### src/rtl/core/b64sc_pkg.sv
`default_nettype none
// ----------------------------------------------------------------------------
// b64sc_pkg
// Shared types, constants and alphabet functions for the base64 stream codec.
// ----------------------------------------------------------------------------
package b64sc_pkg;

   localparam logic       DIR_ENCODE = 1'b0;
   localparam logic       DIR_DECODE = 1'b1;
   localparam logic [7:0] PAD_CHAR   = 8'h3D;   // '='

   typedef struct packed {
      logic [7:0] in_byte;
      logic       message_end;
   } b64sc_item_type;

   // up to four result bytes, lowest index goes out first
   typedef struct packed {
      logic [3:0][7:0] data;
      logic [2:0]      count;
      logic            done;
   } b64sc_result_type;

   typedef struct packed {
      logic       valid;
      logic [5:0] value;
   } b64sc_sextet_type;

   function automatic logic [7:0] enc_char(input logic [5:0] v);
      logic [7:0] c;
      if (v < 6'd26) begin
         c = {2'b00, v} + 8'h41;
      end else if (v < 6'd52) begin
         c = {2'b00, v} + 8'h47;            // 'a' - 26
      end else if (v < 6'd62) begin
         c = {2'b00, v} - 8'h04;            // '0' - 52
      end else if (v == 6'd62) begin
         c = 8'h2B;
      end else begin
         c = 8'h2F;
      end
      return c;
   endfunction

   function automatic b64sc_sextet_type dec_char(input logic [7:0] c);
      b64sc_sextet_type s;
      s.valid = 1'b1;
      s.value = 6'd0;
      if (c >= 8'h41 && c <= 8'h5A) begin
         s.value = 6'(c - 8'h41);
      end else if (c >= 8'h61 && c <= 8'h7A) begin
         s.value = 6'(c - 8'h47);
      end else if (c >= 8'h30 && c <= 8'h39) begin
         s.value = 6'(c + 8'h04);
      end else if (c == 8'h2B) begin
         s.value = 6'd62;
      end else if (c == 8'h2F) begin
         s.value = 6'd63;
      end else begin
         s.valid = 1'b0;
      end
      return s;
   endfunction

endpackage
`default_nettype wire

### src/rtl/core/b64sc_if.sv
`default_nettype none
// ----------------------------------------------------------------------------
// b64sc_if
// Valid/ready channel interfaces for the codec's request and response sides.
// ----------------------------------------------------------------------------
interface b64sc_req_if;
   logic       valid;
   logic       ready;
   logic [7:0] in_byte;
   logic       message_end;

   modport source (output valid, output in_byte, output message_end, input ready);
   modport sink   (input valid, input in_byte, input message_end, output ready);
endinterface

interface b64sc_rsp_if;
   logic       valid;
   logic       ready;
   logic [7:0] out_byte;
   logic       run_last;
   logic       message_done;

   modport source (output valid, output out_byte, output run_last, output message_done,
                   input ready);
   modport sink   (input valid, input out_byte, input run_last, input message_done,
                   output ready);
endinterface
`default_nettype wire

### src/rtl/core/base64_stream_codec.sv
`default_nettype none
// ----------------------------------------------------------------------------
// base64_stream_codec
// Streaming base64 encoder/decoder, direction chosen by a one-bit register.
// ----------------------------------------------------------------------------
//   channel   direction   handshake         payload
//   req       in          valid / ready     in_byte, message_end
//   rsp       out         valid / ready     out_byte, run_last, message_done
//   csr       in          csr_wr_en         csr_wr_data (direction)
//
// An item waits in the input register until taken; its zero to four results
// are computed in one pass and loaded into the result register. The single
// result port sets the rate: results leave one at a time. The next item loads
// as the last result of the one before leaves, so a response stall holds
// req.ready low. Synchronous reset clears the control and group state, but not
// the data registers.
// ----------------------------------------------------------------------------
module base64_stream_codec (
   input  wire logic  clock,
   input  wire logic  reset,
   b64sc_req_if.sink  req,
   b64sc_rsp_if.source rsp,
   input  wire logic  csr_wr_en,
   input  wire logic  csr_wr_data
);
   import b64sc_pkg::*;

   b64sc_item_type   req_item;
   b64sc_item_type   item;
   b64sc_result_type result;
   logic             item_valid;
   logic             free;
   logic             take;

   assign req_item.in_byte     = req.in_byte;
   assign req_item.message_end = req.message_end;
   assign take                 = item_valid && free;

   b64sc_in_stage u_in_stage (
      .clock      (clock),
      .reset      (reset),
      .req_valid  (req.valid),
      .req_ready  (req.ready),
      .req_item   (req_item),
      .take       (take),
      .item_valid (item_valid),
      .item       (item)
   );

   b64sc_engine u_engine (
      .clock       (clock),
      .reset       (reset),
      .csr_wr_en   (csr_wr_en),
      .csr_wr_data (csr_wr_data),
      .take        (take),
      .item        (item),
      .result      (result)
   );

   b64sc_out_buf u_out_buf (
      .clock            (clock),
      .reset            (reset),
      .load             (take),
      .result           (result),
      .free             (free),
      .rsp_valid        (rsp.valid),
      .rsp_ready        (rsp.ready),
      .rsp_out_byte     (rsp.out_byte),
      .rsp_run_last     (rsp.run_last),
      .rsp_message_done (rsp.message_done)
   );

endmodule
`default_nettype wire

### src/rtl/core/b64sc_in_stage.sv
`default_nettype none
// ----------------------------------------------------------------------------
// b64sc_in_stage
// Input register: holds one accepted item until the engine takes it.
// ----------------------------------------------------------------------------
module b64sc_in_stage (
   input  wire logic                    clock,
   input  wire logic                    reset,
   input  wire logic                    req_valid,
   output logic                         req_ready,
   input  wire b64sc_pkg::b64sc_item_type req_item,
   input  wire logic                    take,
   output logic                         item_valid,
   output b64sc_pkg::b64sc_item_type    item
);
   import b64sc_pkg::*;

   logic           valid_ff, valid_in;
   b64sc_item_type item_ff;

   assign req_ready  = !valid_ff || take;
   assign item_valid = valid_ff;
   assign item       = item_ff;

   always_comb begin
      valid_in = valid_ff;
      if (req_valid && req_ready) begin
         valid_in = 1'b1;
      end else if (take) begin
         valid_in = 1'b0;
      end
   end

   always_ff @(posedge clock) begin
      if (reset) begin
         valid_ff <= 1'b0;
      end else begin
         valid_ff <= valid_in;
      end
   end

   always_ff @(posedge clock) begin
      if (req_valid && req_ready) begin
         item_ff <= req_item;
      end
   end

endmodule
`default_nettype wire

### src/rtl/core/b64sc_engine.sv
`default_nettype none
// ----------------------------------------------------------------------------
// b64sc_engine
// Group state, direction register and the per-item encode/decode logic.
// ----------------------------------------------------------------------------
module b64sc_engine (
   input  wire logic                      clock,
   input  wire logic                      reset,
   input  wire logic                      csr_wr_en,
   input  wire logic                      csr_wr_data,
   input  wire logic                      take,
   input  wire b64sc_pkg::b64sc_item_type item,
   output b64sc_pkg::b64sc_result_type    result
);
   import b64sc_pkg::*;

   logic             dir_ff;
   logic [17:0]      held_ff, held_in;
   logic [1:0]       fill_ff, fill_in;
   logic             stopped_ff, stopped_in;
   logic [7:0]       b;
   b64sc_sextet_type sx;

   assign b  = item.in_byte;
   assign sx = dec_char(item.in_byte);

   always_comb begin
      held_in     = held_ff;
      fill_in     = fill_ff;
      stopped_in  = stopped_ff;
      result      = '0;
      result.done = item.message_end;
      if (dir_ff == DIR_ENCODE) begin
         if (fill_ff == 2'd2) begin
            result.data[0] = enc_char(held_ff[15:10]);
            result.data[1] = enc_char({held_ff[9:8], held_ff[7:4]});
            result.data[2] = enc_char({held_ff[3:0], b[7:6]});
            result.data[3] = enc_char(b[5:0]);
            result.count   = 3'd4;
            held_in        = '0;
            fill_in        = 2'd0;
         end else begin
            held_in = {held_ff[9:0], b};
            fill_in = fill_ff + 2'd1;
            if (item.message_end) begin
               result.count   = 3'd4;
               result.data[3] = PAD_CHAR;
               if (fill_ff == 2'd0) begin
                  result.data[0] = enc_char(b[7:2]);
                  result.data[1] = enc_char({b[1:0], 4'b0000});
                  result.data[2] = PAD_CHAR;
               end else begin
                  result.data[0] = enc_char(held_ff[7:2]);
                  result.data[1] = enc_char({held_ff[1:0], b[7:4]});
                  result.data[2] = enc_char({b[3:0], 2'b00});
               end
            end
         end
      end else begin
         if (stopped_ff || !sx.valid) begin
            stopped_in = 1'b1;
         end else if (fill_ff == 2'd3) begin
            result.data[0] = held_ff[17:10];
            result.data[1] = {held_ff[9:2]};
            result.data[2] = {held_ff[1:0], sx.value};
            result.count   = 3'd3;
            held_in        = '0;
            fill_in        = 2'd0;
         end else begin
            held_in = {held_ff[11:0], sx.value};
            fill_in = fill_ff + 2'd1;
         end
         // tail of a partial group at message end
         if (item.message_end) begin
            case (fill_in)
               2'd2: begin
                  result.data[0] = held_in[11:4];
                  result.count   = 3'd1;
               end
               2'd3: begin
                  result.data[0] = held_in[17:10];
                  result.data[1] = held_in[9:2];
                  result.count   = 3'd2;
               end
               default: begin
               end
            endcase
         end
      end
      if (item.message_end) begin
         held_in    = '0;
         fill_in    = 2'd0;
         stopped_in = 1'b0;
      end
   end

   always_ff @(posedge clock) begin
      if (reset) begin
         dir_ff     <= DIR_ENCODE;
         held_ff    <= '0;
         fill_ff    <= 2'd0;
         stopped_ff <= 1'b0;
      end else if (csr_wr_en) begin
         dir_ff     <= csr_wr_data;
         held_ff    <= '0;
         fill_ff    <= 2'd0;
         stopped_ff <= 1'b0;
      end else if (take) begin
         held_ff    <= held_in;
         fill_ff    <= fill_in;
         stopped_ff <= stopped_in;
      end
   end

   a_msg_end_clears: assert property (@(posedge clock) disable iff (reset)
      take && item.message_end |=> fill_ff == 2'd0 && !stopped_ff)
      else $error("group state not cleared after message end");

   a_enc_fill_range: assert property (@(posedge clock) disable iff (reset)
      dir_ff == DIR_ENCODE |-> fill_ff != 2'd3)
      else $error("encoder group holds more than two bytes");

endmodule
`default_nettype wire

### src/rtl/core/b64sc_out_buf.sv
`default_nettype none
// ----------------------------------------------------------------------------
// b64sc_out_buf
// Result register: holds the results of one item and shifts them out in order.
// ----------------------------------------------------------------------------
module b64sc_out_buf (
   input  wire logic                        clock,
   input  wire logic                        reset,
   input  wire logic                        load,
   input  wire b64sc_pkg::b64sc_result_type result,
   output logic                             free,
   output logic                             rsp_valid,
   input  wire logic                        rsp_ready,
   output logic [7:0]                       rsp_out_byte,
   output logic                             rsp_run_last,
   output logic                             rsp_message_done
);
   import b64sc_pkg::*;

   logic [3:0][7:0] data_ff, data_in;
   logic [2:0]      cnt_ff, cnt_in;
   logic            done_ff;
   logic            xfer;

   assign rsp_valid        = cnt_ff != 3'd0;
   assign xfer             = rsp_valid && rsp_ready;
   assign free             = (cnt_ff == 3'd0) || (cnt_ff == 3'd1 && rsp_ready);
   assign rsp_out_byte     = data_ff[0];
   assign rsp_run_last     = cnt_ff == 3'd1;
   assign rsp_message_done = cnt_ff == 3'd1 && done_ff;

   always_comb begin
      data_in = data_ff;
      cnt_in  = cnt_ff;
      if (load) begin
         data_in = result.data;
         cnt_in  = result.count;
      end else if (xfer) begin
         data_in = {8'h00, data_ff[3:1]};
         cnt_in  = cnt_ff - 3'd1;
      end
   end

   always_ff @(posedge clock) begin
      if (reset) begin
         cnt_ff  <= 3'd0;
         done_ff <= 1'b0;
      end else begin
         cnt_ff <= cnt_in;
         if (load) begin
            done_ff <= result.done;
         end
      end
   end

   always_ff @(posedge clock) begin
      data_ff <= data_in;
   end

   a_cnt_range: assert property (@(posedge clock) disable iff (reset)
      cnt_ff <= 3'd4)
      else $error("result count out of range");

   a_load_when_free: assert property (@(posedge clock) disable iff (reset)
      load |-> free)
      else $error("result register overwritten before drained");

endmodule
`default_nettype wire

### src/flat_wrapper.sv
// flat-port wrapper written by rule: the top's interface ports become plain ports
module base64_stream_codec_flat import b64sc_pkg::*;
  (clock, reset, csr_wr_en, csr_wr_data, req_valid, req_in_byte, req_message_end, req_ready, rsp_valid, rsp_out_byte, rsp_run_last, rsp_message_done, rsp_ready);
  b64sc_req_if req_i ();
  b64sc_rsp_if rsp_i ();
  input  wire logic clock;
  input  wire logic reset;
  input  wire logic csr_wr_en;
  input  wire logic csr_wr_data;
  input wire logic [$bits(req_i.valid)-1:0] req_valid;
  input wire logic [$bits(req_i.in_byte)-1:0] req_in_byte;
  input wire logic [$bits(req_i.message_end)-1:0] req_message_end;
  output wire logic [$bits(req_i.ready)-1:0] req_ready;
  output wire logic [$bits(rsp_i.valid)-1:0] rsp_valid;
  output wire logic [$bits(rsp_i.out_byte)-1:0] rsp_out_byte;
  output wire logic [$bits(rsp_i.run_last)-1:0] rsp_run_last;
  output wire logic [$bits(rsp_i.message_done)-1:0] rsp_message_done;
  input wire logic [$bits(rsp_i.ready)-1:0] rsp_ready;
  assign req_i.valid = req_valid;
  assign req_i.in_byte = req_in_byte;
  assign req_i.message_end = req_message_end;
  assign req_ready = req_i.ready;
  assign rsp_valid = rsp_i.valid;
  assign rsp_out_byte = rsp_i.out_byte;
  assign rsp_run_last = rsp_i.run_last;
  assign rsp_message_done = rsp_i.message_done;
  assign rsp_i.ready = rsp_ready;
  base64_stream_codec u_core (.clock(clock), .reset(reset), .req(req_i), .rsp(rsp_i), .csr_wr_en(csr_wr_en), .csr_wr_data(csr_wr_data));
endmodule
### config.mk
export PLATFORM = sky130hd
export DESIGN_NAME = base64_stream_codec_flat
export DESIGN_NICKNAME = d
export VERILOG_FILES = /design/src/rtl/core/b64sc_pkg.sv /design/src/rtl/core/b64sc_if.sv /design/src/rtl/core/base64_stream_codec.sv /design/src/rtl/core/b64sc_in_stage.sv /design/src/rtl/core/b64sc_engine.sv /design/src/rtl/core/b64sc_out_buf.sv /design/src/flat_wrapper.sv
export SDC_FILE = /design/constraint.sdc
export NUM_CORES = 1
export LEC_CHECK = 0
export ABC_AREA = 1
export BUFFER_PORTS_ARGS = -buffer_cell sky130_fd_sc_hd__buf_2
export CAP_MARGIN = 20
export CELL_PAD_IN_SITES_DETAIL_PLACEMENT = 2
export CELL_PAD_IN_SITES_GLOBAL_PLACEMENT = 2
export CORE_AREA = 2 2 203 155
export CTS_CLUSTER_DIAMETER = 120
export DETAILED_ROUTE_END_ITERATION = 10
export DIE_AREA = 0 0 205 157
export GPL_ROUTABILITY_DRIVEN = 0
export MAX_ROUTING_LAYER = met4
export PLACE_DENSITY_LB_ADDON = 0.1
export SLEW_MARGIN = 20
export SYNTH_ARGS = -nofsm -noshare
export SYNTH_HDL_FRONTEND = slang
export SYNTH_SLANG_ARGS = --single-unit
export TNS_END_PERCENT = 5
### constraint.sdc
create_clock -name clock -period 4.8 [get_ports clock]
set_input_delay 0.72 -clock clock [delete_from_list [all_inputs] [get_ports clock]]
set_output_delay 0.72 -clock clock [all_outputs]
set_load 0.005 [all_outputs]
# Yosys cells after proc, flatten, opt, wreduce, memory -nomap -nowiden
# Index checks and enable logic that the tools add are counted.
[totals] in_bits=15 output_inout_bits=12 register_bits=68 wordCells=191
[classes] magnitude_cmp=33 n_reduce_logical=23 n_addsub=32 n_mux=74 n_eq_ne=15
[op_table] operator="$mux W8" count=29
[op_table] operator="$add A6 B7 Y8 const B" count=18
[op_table] operator="$lt A6 B6 Y1 const B" count=18
[op_table] operator="$mux W18" count=5
[op_table] operator="$mux W27" count=3
[op_table] operator="$mux W32" count=2
[op_table] operator="$sub A6 B3 Y7 const B" count=9
[op_table] operator="$lt A6 B5 Y1 const B" count=9
[op_table] operator="$eq A6 B6 Y1 const B" count=7
[op_table] operator="$mux W35" count=1
[op_table] operator="$mux W33" count=1
[op_table] operator="$mux W6" count=5
[op_table] operator="$mux W3" count=9
[op_table] operator="$mux W24" count=1
[op_table] operator="$pmux W11 S2" count=1
[op_table] operator="$mux W19" count=1
[op_table] operator="$eq A8 B6 Y1 const B" count=2
[op_table] operator="$ge A8 B7 Y1 const B" count=2
[op_table] operator="$le A8 B7 Y1 const B" count=2
[op_table] operator="$mux W2" count=6
[op_table] operator="$mux W1" count=10
[op_table] operator="$eq A2 B2 Y1 const B" count=4
[op_table] operator="$ge A8 B6 Y1 const B" count=1
[op_table] operator="$le A8 B6 Y1 const B" count=1
[op_table] operator="17 further kinds" count=30

# Logic depth before layout (Yosys ltp)
# Gate-level depths: netlist of the first run.
[logic_depth] ltp_word=15 mapped_depth=23 depth_no_buf=20

# By module
# From an unflattened synthesis of the first run, not the netlist that was laid out.
[hier_totals] hier_cells=1150 hier_area_um2=7327.0
[by_module_without_submodules] module="b64sc_engine" seq_area_each_um2=440.4 n_inst=1 cells_each=957 area_each_um2=5302.6
[by_module_without_submodules] module="b64sc_out_buf" seq_area_each_um2=1041.0 n_inst=1 cells_each=176 area_each_um2=1699.1
[by_module_without_submodules] module="b64sc_in_stage" seq_area_each_um2=290.3 n_inst=1 cells_each=15 area_each_um2=317.8
[by_module_without_submodules] module="base64_stream_codec" seq_area_each_um2=0.0 n_inst=1 cells_each=2 area_each_um2=7.5

# Worst setup path before layout of the first run
# No wires, ideal clock.
[synth_path] kind="reg-to-reg" start="register u_core.u_out_buf.cnt_ff[0]" end="register u_core.u_out_buf.cnt_ff[2]" setup_ns=0.125 path_slack_ns=0.724 synth_period_minus_slack_ns=4.076 path_stages_with_launch=10 required_ns=4.675 path_buffers=0 arrival_ns=3.952 cell_sequence="dfxtp_1 > inv_1 > ha_1 > inv_1 > nor2_1 > inv_1 > o21ai_0 > inv_1 > o311ai_0 > inv_1"
[synth_between] elab_cells_between_ends=11 cone_classes="1 x add/sub; 1 x eq/ne; 2 x mux; 7 x reduce/logical"
[synth_rtl] item="start, declared" line_no="b64sc_out_buf.sv:21" source="logic [2:0] cnt_ff, cnt_in;"
[synth_rtl] item="start signal, assigned" line_no="b64sc_out_buf.sv:49" source="cnt_ff <= cnt_in;"
[synth_rtl] item="$reduce_bool A3 Y1" line_no="b64sc_out_buf.sv:25" source="assign rsp_valid = cnt_ff != 3'd0;"
[synth_rtl] item="named net rsp_valid" line_no="flat_wrapper.sv:14" source="output wire logic [$bits(rsp_i.valid)-1:0] rsp_valid;"
[synth_rtl] item="$logic_and A1 B1 Y1" line_no="b64sc_out_buf.sv:26" source="assign xfer = rsp_valid && rsp_ready;"
[synth_rtl] item="$reduce_bool A2 Y1 (no line)"
# The timed path passes the listed nets, and every way through them passes these cells. The select of a mux whose other input is x is not followed.
# A chain may end at the register's enable or synchronous reset.

==> qor.csv, run 1 <==
metric,value,unit
outcome,finished clean,
portBuffers,26,
clock_latency,0.34,ns
synth_area_leader_cell,nand2_1,
hold_buffers,0,
ant_nets,0,
n_fill_cell,3757,
cpMostUsedCell,nand2_1,
syn_nets,1235,
power_leakage,3.44,nW
setup_viol_count_final,0,
cts-resized-gates,0,
area_growth,11.2,%
hold_slack,0.471,ns
path_delay_family,simple AND/OR/NAND/NOR gates,
antenna_found_initial,0,
grt_use_total,0.248,
start_kind,flip-flop,
setup_ws,0.793,ns
fin_cells,1583,
period_share,0.835,
final_nets,1240,
clockBufferDepth,2,
max-slew-margin-rel,0.347,
io_pins,27,
synth.top_cells.by_area,"nand2_1, edfxtp_1, ha_1, dfxtp_1, nand3_1",
die_x,205,um
ys_seq_elements,68,
drive_above_1_share,0.0938,
wl,38200,um
fin_crit,4.01,ns
cts.clk_slew.worst_paths,0.06,ns
crit_fanout,12,
cp_data_arrival_time,4.17,ns
endpoint_kind,flip-flop,
crit_required,4.96,ns
synthCells,1173,
cp_slowest_cell,edfxtp_1,
post-cts-setup-buffers,0,
post-place-ws,0.864,ns
fin_area,0.00826,sq mm
max_freq,0.250,GHz
dr.first_iter.drc_count,584,
rsz0062_at_grt,false,
wl_per_cell,24.1,um
dpl.cell_count,1566,
hpwl,30200,um
hp-class,flip-flop to flip-flop,
overflow,0,
cp_num_buf_inv,2,
synth_area,0.00743,sq mm
syn_avg_cell_area,6.33,sq um
via_count,8357,
p_per_area,367,mW/mm^2
yosysMostFrequentCell,nand2_1,
tritoncts,done,
p_total,3.03,mW
synth-edff-count,41,
place_area,0.00796,sq mm
grt_max_degree,38,
dieArea,0.0322,sq mm
utilization,0.275,
vias_per_cell,5.28,
path_cells,inv_2 -> ha_1 -> inv_1 -> nand2_1 -> nand2_1 -> nand2_1 -> nand3_1 -> nand2_1 -> nand2_4 -> nor2_2 -> nor2_2 -> nand2_1 -> nand2_1 -> and3_1 -> nand2_1 -> o211ai_1,
worst_slew_pin_slew,0.979,ns
drv_cap,0,
yosysTopAreaCellShare,0.174,
die_h,157,um
maxSlewViolCount,0,
ys.flop_type,edfxtp_1,
rows,55,
grt_first_pass_wirelength,57200,um
root_buffer,clkbuf_16,
yosysWarningCount,0,
cts_sinks,68,
numCtsBuffers,9,
grt_pass1_vias,8620,
async_flop_share,0,
cts.htree.levels,3,
setup_tns,0,ns
clock_skew,0.0103,ns
irDropWorstVdd,0.280,mV
yosys-top-cells-count,"nand2_1, inv_1, nand3_1",
hold_viol_final,0,
synth.distinct_cells,52,
initial_core_util,0.248,
crit_type,flip-flop to flip-flop,
drc,0,
dr.pass1.iters,6,
ys_seq_area_frac,0.239,
slowest_delay,0.66,ns
core,0.0300,sq mm
## cell families (layout without fill, tap and decap cells)
kind of cell	count (synthesis)	count (layout)	share of synthesized area
compound gates	276	276	0.216
xor+xnor	22	22	0.0259
fa+ha+maj	47	47	0.0792
buf+inv	183	193	0.107
flops	68	68	0.239
other cells	0	1	0
simple gates	577	577	0.334
## power by group
part	internal (mW)	switching, mW
sequential	0.868	0.0926
clock	0.400	0.288
combinational	0.383	0.997
## area by class of cell
| type | instances | area (sq um) | share of cell area |
|---|---|---|---|
| multi-input combinational | 922 | 4880 | 0.591 |
| sequential | 68 | 1770 | 0.215 |
| tap | 399 | 499 | 0.0605 |
| inverter | 121 | 459 | 0.0556 |
| timing repair buffer | 56 | 355 | 0.0430 |
| clock buffer | 9 | 225 | 0.0273 |
| clock inverter | 7 | 67.6 | 0.00818 |
| antenna | 1 | 2.50 | 0.000303 |
## worst paths after layout
| kind | from | endpoint | slack, ns | cells after the start |
|---|---|---|---|---|
| max reg2reg | u_core.u_in_stage.item[1]$_DFFE_PP_ | u_core.u_out_buf.data_ff[9]$_DFFE_PP_ | 0.79 | 16 |
| min reg2reg | u_core.u_out_buf.done_ff$_SDFFE_PP0P_ | u_core.u_out_buf.done_ff$_SDFFE_PP0P_ | 0.47 | 2 |
| max | u_core.u_in_stage.item[1]$_DFFE_PP_ | u_core.u_out_buf.data_ff[9]$_DFFE_PP_ | 0.79 | 16 |
| min | u_core.u_out_buf.done_ff$_SDFFE_PP0P_ | u_core.u_out_buf.done_ff$_SDFFE_PP0P_ | 0.47 | 2 |
## cell usage in the layout (no fill, tap or decap), drive strengths merged, types with 2 or more instances in the layout
cell type,count
a211oi,4
a21boi,2
a21oi,92
a22oi,8
a31oi,13
a32oi,2
buf,56
clkbuf,9
clkinv,10
clkinvlp,2
dfxtp,27
edfxtp,41
ha,47
inv,115
nand2,358
nand3,106
nand4,14
nor2,87
nor3,10
o2111ai,2
o211ai,27
o21ai,103
o221ai,5
o22ai,6
o31ai,3
o41ai,3
xnor2,5
xor2,17
## state kept, by name, indices dropped and copies added, names as in the netlist
signal / flops
u_core.u_engine.dir_ff: 1
u_core.u_engine.fill_ff: 2
u_core.u_engine.held_ff: 18
u_core.u_engine.stopped_ff: 1
u_core.u_in_stage.item: 9
u_core.u_in_stage.item_valid: 1
u_core.u_out_buf.cnt_ff: 3
u_core.u_out_buf.data_ff: 24
u_core.u_out_buf.done_ff: 1
u_core.u_out_buf.rsp_out_byte: 8
## per-layer routing
| metal | up-vias | part of all wire | track usage |
|---|---|---|---|
| li1 | 3951 | - | - |
| met1 | 4234 | 0.54 | 0.374 |
| met2 | 150 | 0.41 | 0.353 |
| met3 | 22 | 0.047 | 0.0280 |
| met4 | 0 | 0.010 | 0.0435 |
| met5 | - | 0 | - |
## tightest hold or removal path, stage by stage (launching register included)
cell	delay, ns
dfxtp_1	0.30
inv_1	0.06
a211oi_1	0.06
Note: power is estimated with default switching activity, not from simulation.
==> inputs of run 2 (changes only) <==
==> constraint.sdc (replaced) <==
create_clock -name clock -period 4.1 [get_ports clock]
set_input_delay 0.615 -clock clock [delete_from_list [all_inputs] [get_ports clock]]
set_output_delay 0.615 -clock clock [all_outputs]
set_load 0.005 [all_outputs]
==> qor.csv, run 2 (same netlist as run 1, synthesis figures left out) <==
metric,value,unit
hp-class,input port to flip-flop,
seqPwrFrac,0.316,
rsz0062_at_grt,false,
final_nets,1253,
swShare,0.463,
grt.busiest_layer,met1,
path_delay_family,simple AND/OR/NAND/NOR gates,
comb_power_share,0.469,
worst_slew_pin_slew,1.04,ns
io_pins,27,
cts-resized-gates,0,
cts.clk_slew.worst_paths,0.06,ns
period_share,0.836,
endpoint_kind,flip-flop,
grt_max_degree,31,
worst-path-stages,15,
irDropWorstVdd,0.194,mV
wl,39000,um
r2r-start,u_core.u_in_stage.item[3]$_DFFE_PP_,
crit_fanout,26,
use_met2,0.359,
cts.htree.levels,3,
hpwl,31000,um
drc,0,
tritoncts,done,
grt_first_pass_wirelength,58600,um
drv_cap,0,
path_cells,inv_4 -> ha_1 -> nand2_1 -> nand3_1 -> nand3_1 -> nand2_4 -> nand2_4 -> inv_1 -> nand2_4 -> nand2_4 -> nand2_1 -> nand2_1 -> and3_1 -> nand3_1 -> nand3_1,
power_leakage,3.50,nW
whs_path_depth,1,
hold_buffers,0,
final_common_cell,nand2_1,
dr.first_iter.drc_count,736,
crit_type,flip-flop to flip-flop,
numCtsBuffers,9,
max-slew-margin-rel,0.303,
die_h,157,um
cts_sinks,68,
top_register,u_core.u_out_buf.data_ff,
wl_per_cell,24.4,um
r2r_slack,0.67,ns
crit_required,4.32,ns
drive_above_1_share,0.104,
area_growth,12.2,%
max_freq,0.292,GHz
ant_nets,0,
most-common-layout-cells,"nand2_1, inv_1, nand3_1, o21ai_0, a21oi_1",
initial_core_util,0.248,
overflow,0,
hold_viol_final,0,
min_from,req_message_end,
p_int,1.89,mW
clockPowerShare,0.215,
slowest_delay,0.58,ns
p_per_area,422,mW/mm^2
portBuffers,26,
dieArea,0.0322,sq mm
die_x,205,um
clockBufferDepth,2,
largest_register_ffs,24,
setup_tns,0,ns
outcome,finished clean,
core,0.0300,sq mm
grt_pass1_vias,8713,
cp_num_buf_inv,2,
dr.pass1.iters,5,
worstRegToRegCells,15,
r2r_end,u_core.u_out_buf.data_ff[15]$_DFFE_PP_,
cp_slowest_cell,edfxtp_1,
via_count,8484,
min_to,u_core.u_in_stage.item[0]$_DFFE_PP_,
maxSlewViolCount,0,
cp_data_arrival_time,3.64,ns
setup_viol_count_final,0,
fin_crit,3.43,ns
gr-usage-met1,0.389,
post-cts-setup-buffers,0,
p_sw,1.63,mW
grt_use_met3,0.0325,
p_total,3.52,mW
vias_per_cell,5.32,
clock_skew,0.0173,ns
rows,55,
root_buffer,clkbuf_16,
grt_use_total,0.255,
antenna_found_initial,1,
start_kind,flip-flop,
clock_latency,0.35,ns
==> run 2: routing by layer <==
layer  routed length [um]  vias to the layer above
li1                     -                     3976
met1                20800                     4302
met2                15900                      191
met3                 2020                       15
met4                  299                        0
met5                    0                        -
==> run 2: power groups by stage <==
stage	registers (mW)	clock network [mW]	logic, mW
CTS	1.12	0.769	1.64
detailed placement	1.13	0	1.63
global placement	1.12	0	1.63
global route	1.13	0.793	1.83
floorplan	1.09	0	1.07
finish	1.11	0.757	1.65
==> run 2: worst reg2reg max path, cell delays in order, from the launching register on <==
cell	delay, ns
edfxtp_1	0.58
inv_4	0.24
ha_1	0.33
nand2_1	0.12
nand3_1	0.09
nand3_1	0.17
nand2_4	0.16
nand2_4	0.08
inv_1	0.11
nand2_4	0.08
nand2_4	0.27
nand2_1	0.14
nand2_1	0.21
and3_1	0.43
nand3_1	0.19
nand3_1	0.11
==> run 2: per-stage QoR <==
| stage | hold slack [ns] | cells | cell area, sq um | setup WS [ns] | util |
|---|---|---|---|---|---|
| 3_5_place_dp | 0.465 | 1579 | 8060 | 0.765 | 0.269 |
| 3_3_place_gp | 0.457 | 1579 | 8060 | 0.858 | 0.269 |
| 4_1_cts | 0.426 | 1595 | 8330 | 0.740 | 0.278 |
| 6_report | 0.437 | 1596 | 8330 | 0.671 | 0.278 |
| 5_1_grt | 0.434 | 1596 | 8330 | 0.459 | 0.278 |
| 2_1_floorplan | 0.438 | 1173 | 7430 | 0.0235 | - |
==> run 2: worst max-delay path by stage <==
| stage | from | endpoint |
|---|---|---|
| final | u_core.u_in_stage.item[3]$_DFFE_PP_ | u_core.u_out_buf.data_ff[15]$_DFFE_PP_ |
| after global routing | u_core.u_in_stage.item[7]$_DFFE_PP_ | u_core.u_out_buf.rsp_out_byte[7]$_DFFE_PP_ |
| after CTS | u_core.u_in_stage.item[3]$_DFFE_PP_ | u_core.u_out_buf.data_ff[15]$_DFFE_PP_ |
| after detailed placement | u_core.u_in_stage.item[3]$_DFFE_PP_ | u_core.u_out_buf.rsp_out_byte[5]$_DFFE_PP_ |
| after global placement | u_core.u_in_stage.item[3]$_DFFE_PP_ | u_core.u_out_buf.data_ff[9]$_DFFE_PP_ |
| after floorplan | u_core.u_out_buf.cnt_ff[0]$_SDFFE_PP0P_ | u_core.u_out_buf.cnt_ff[2]$_SDFFE_PP0P_ |
==> run 2: layout make-up <==
cell class	count	area (sq um)
fill	3741	21700
clock inverter	6	41.3
sequential	68	1770
tap	399	499
clock buffer	10	229
timing repair buffer	69	453
inverter	121	459
multi-input combinational	922	4880
antenna	1	2.50
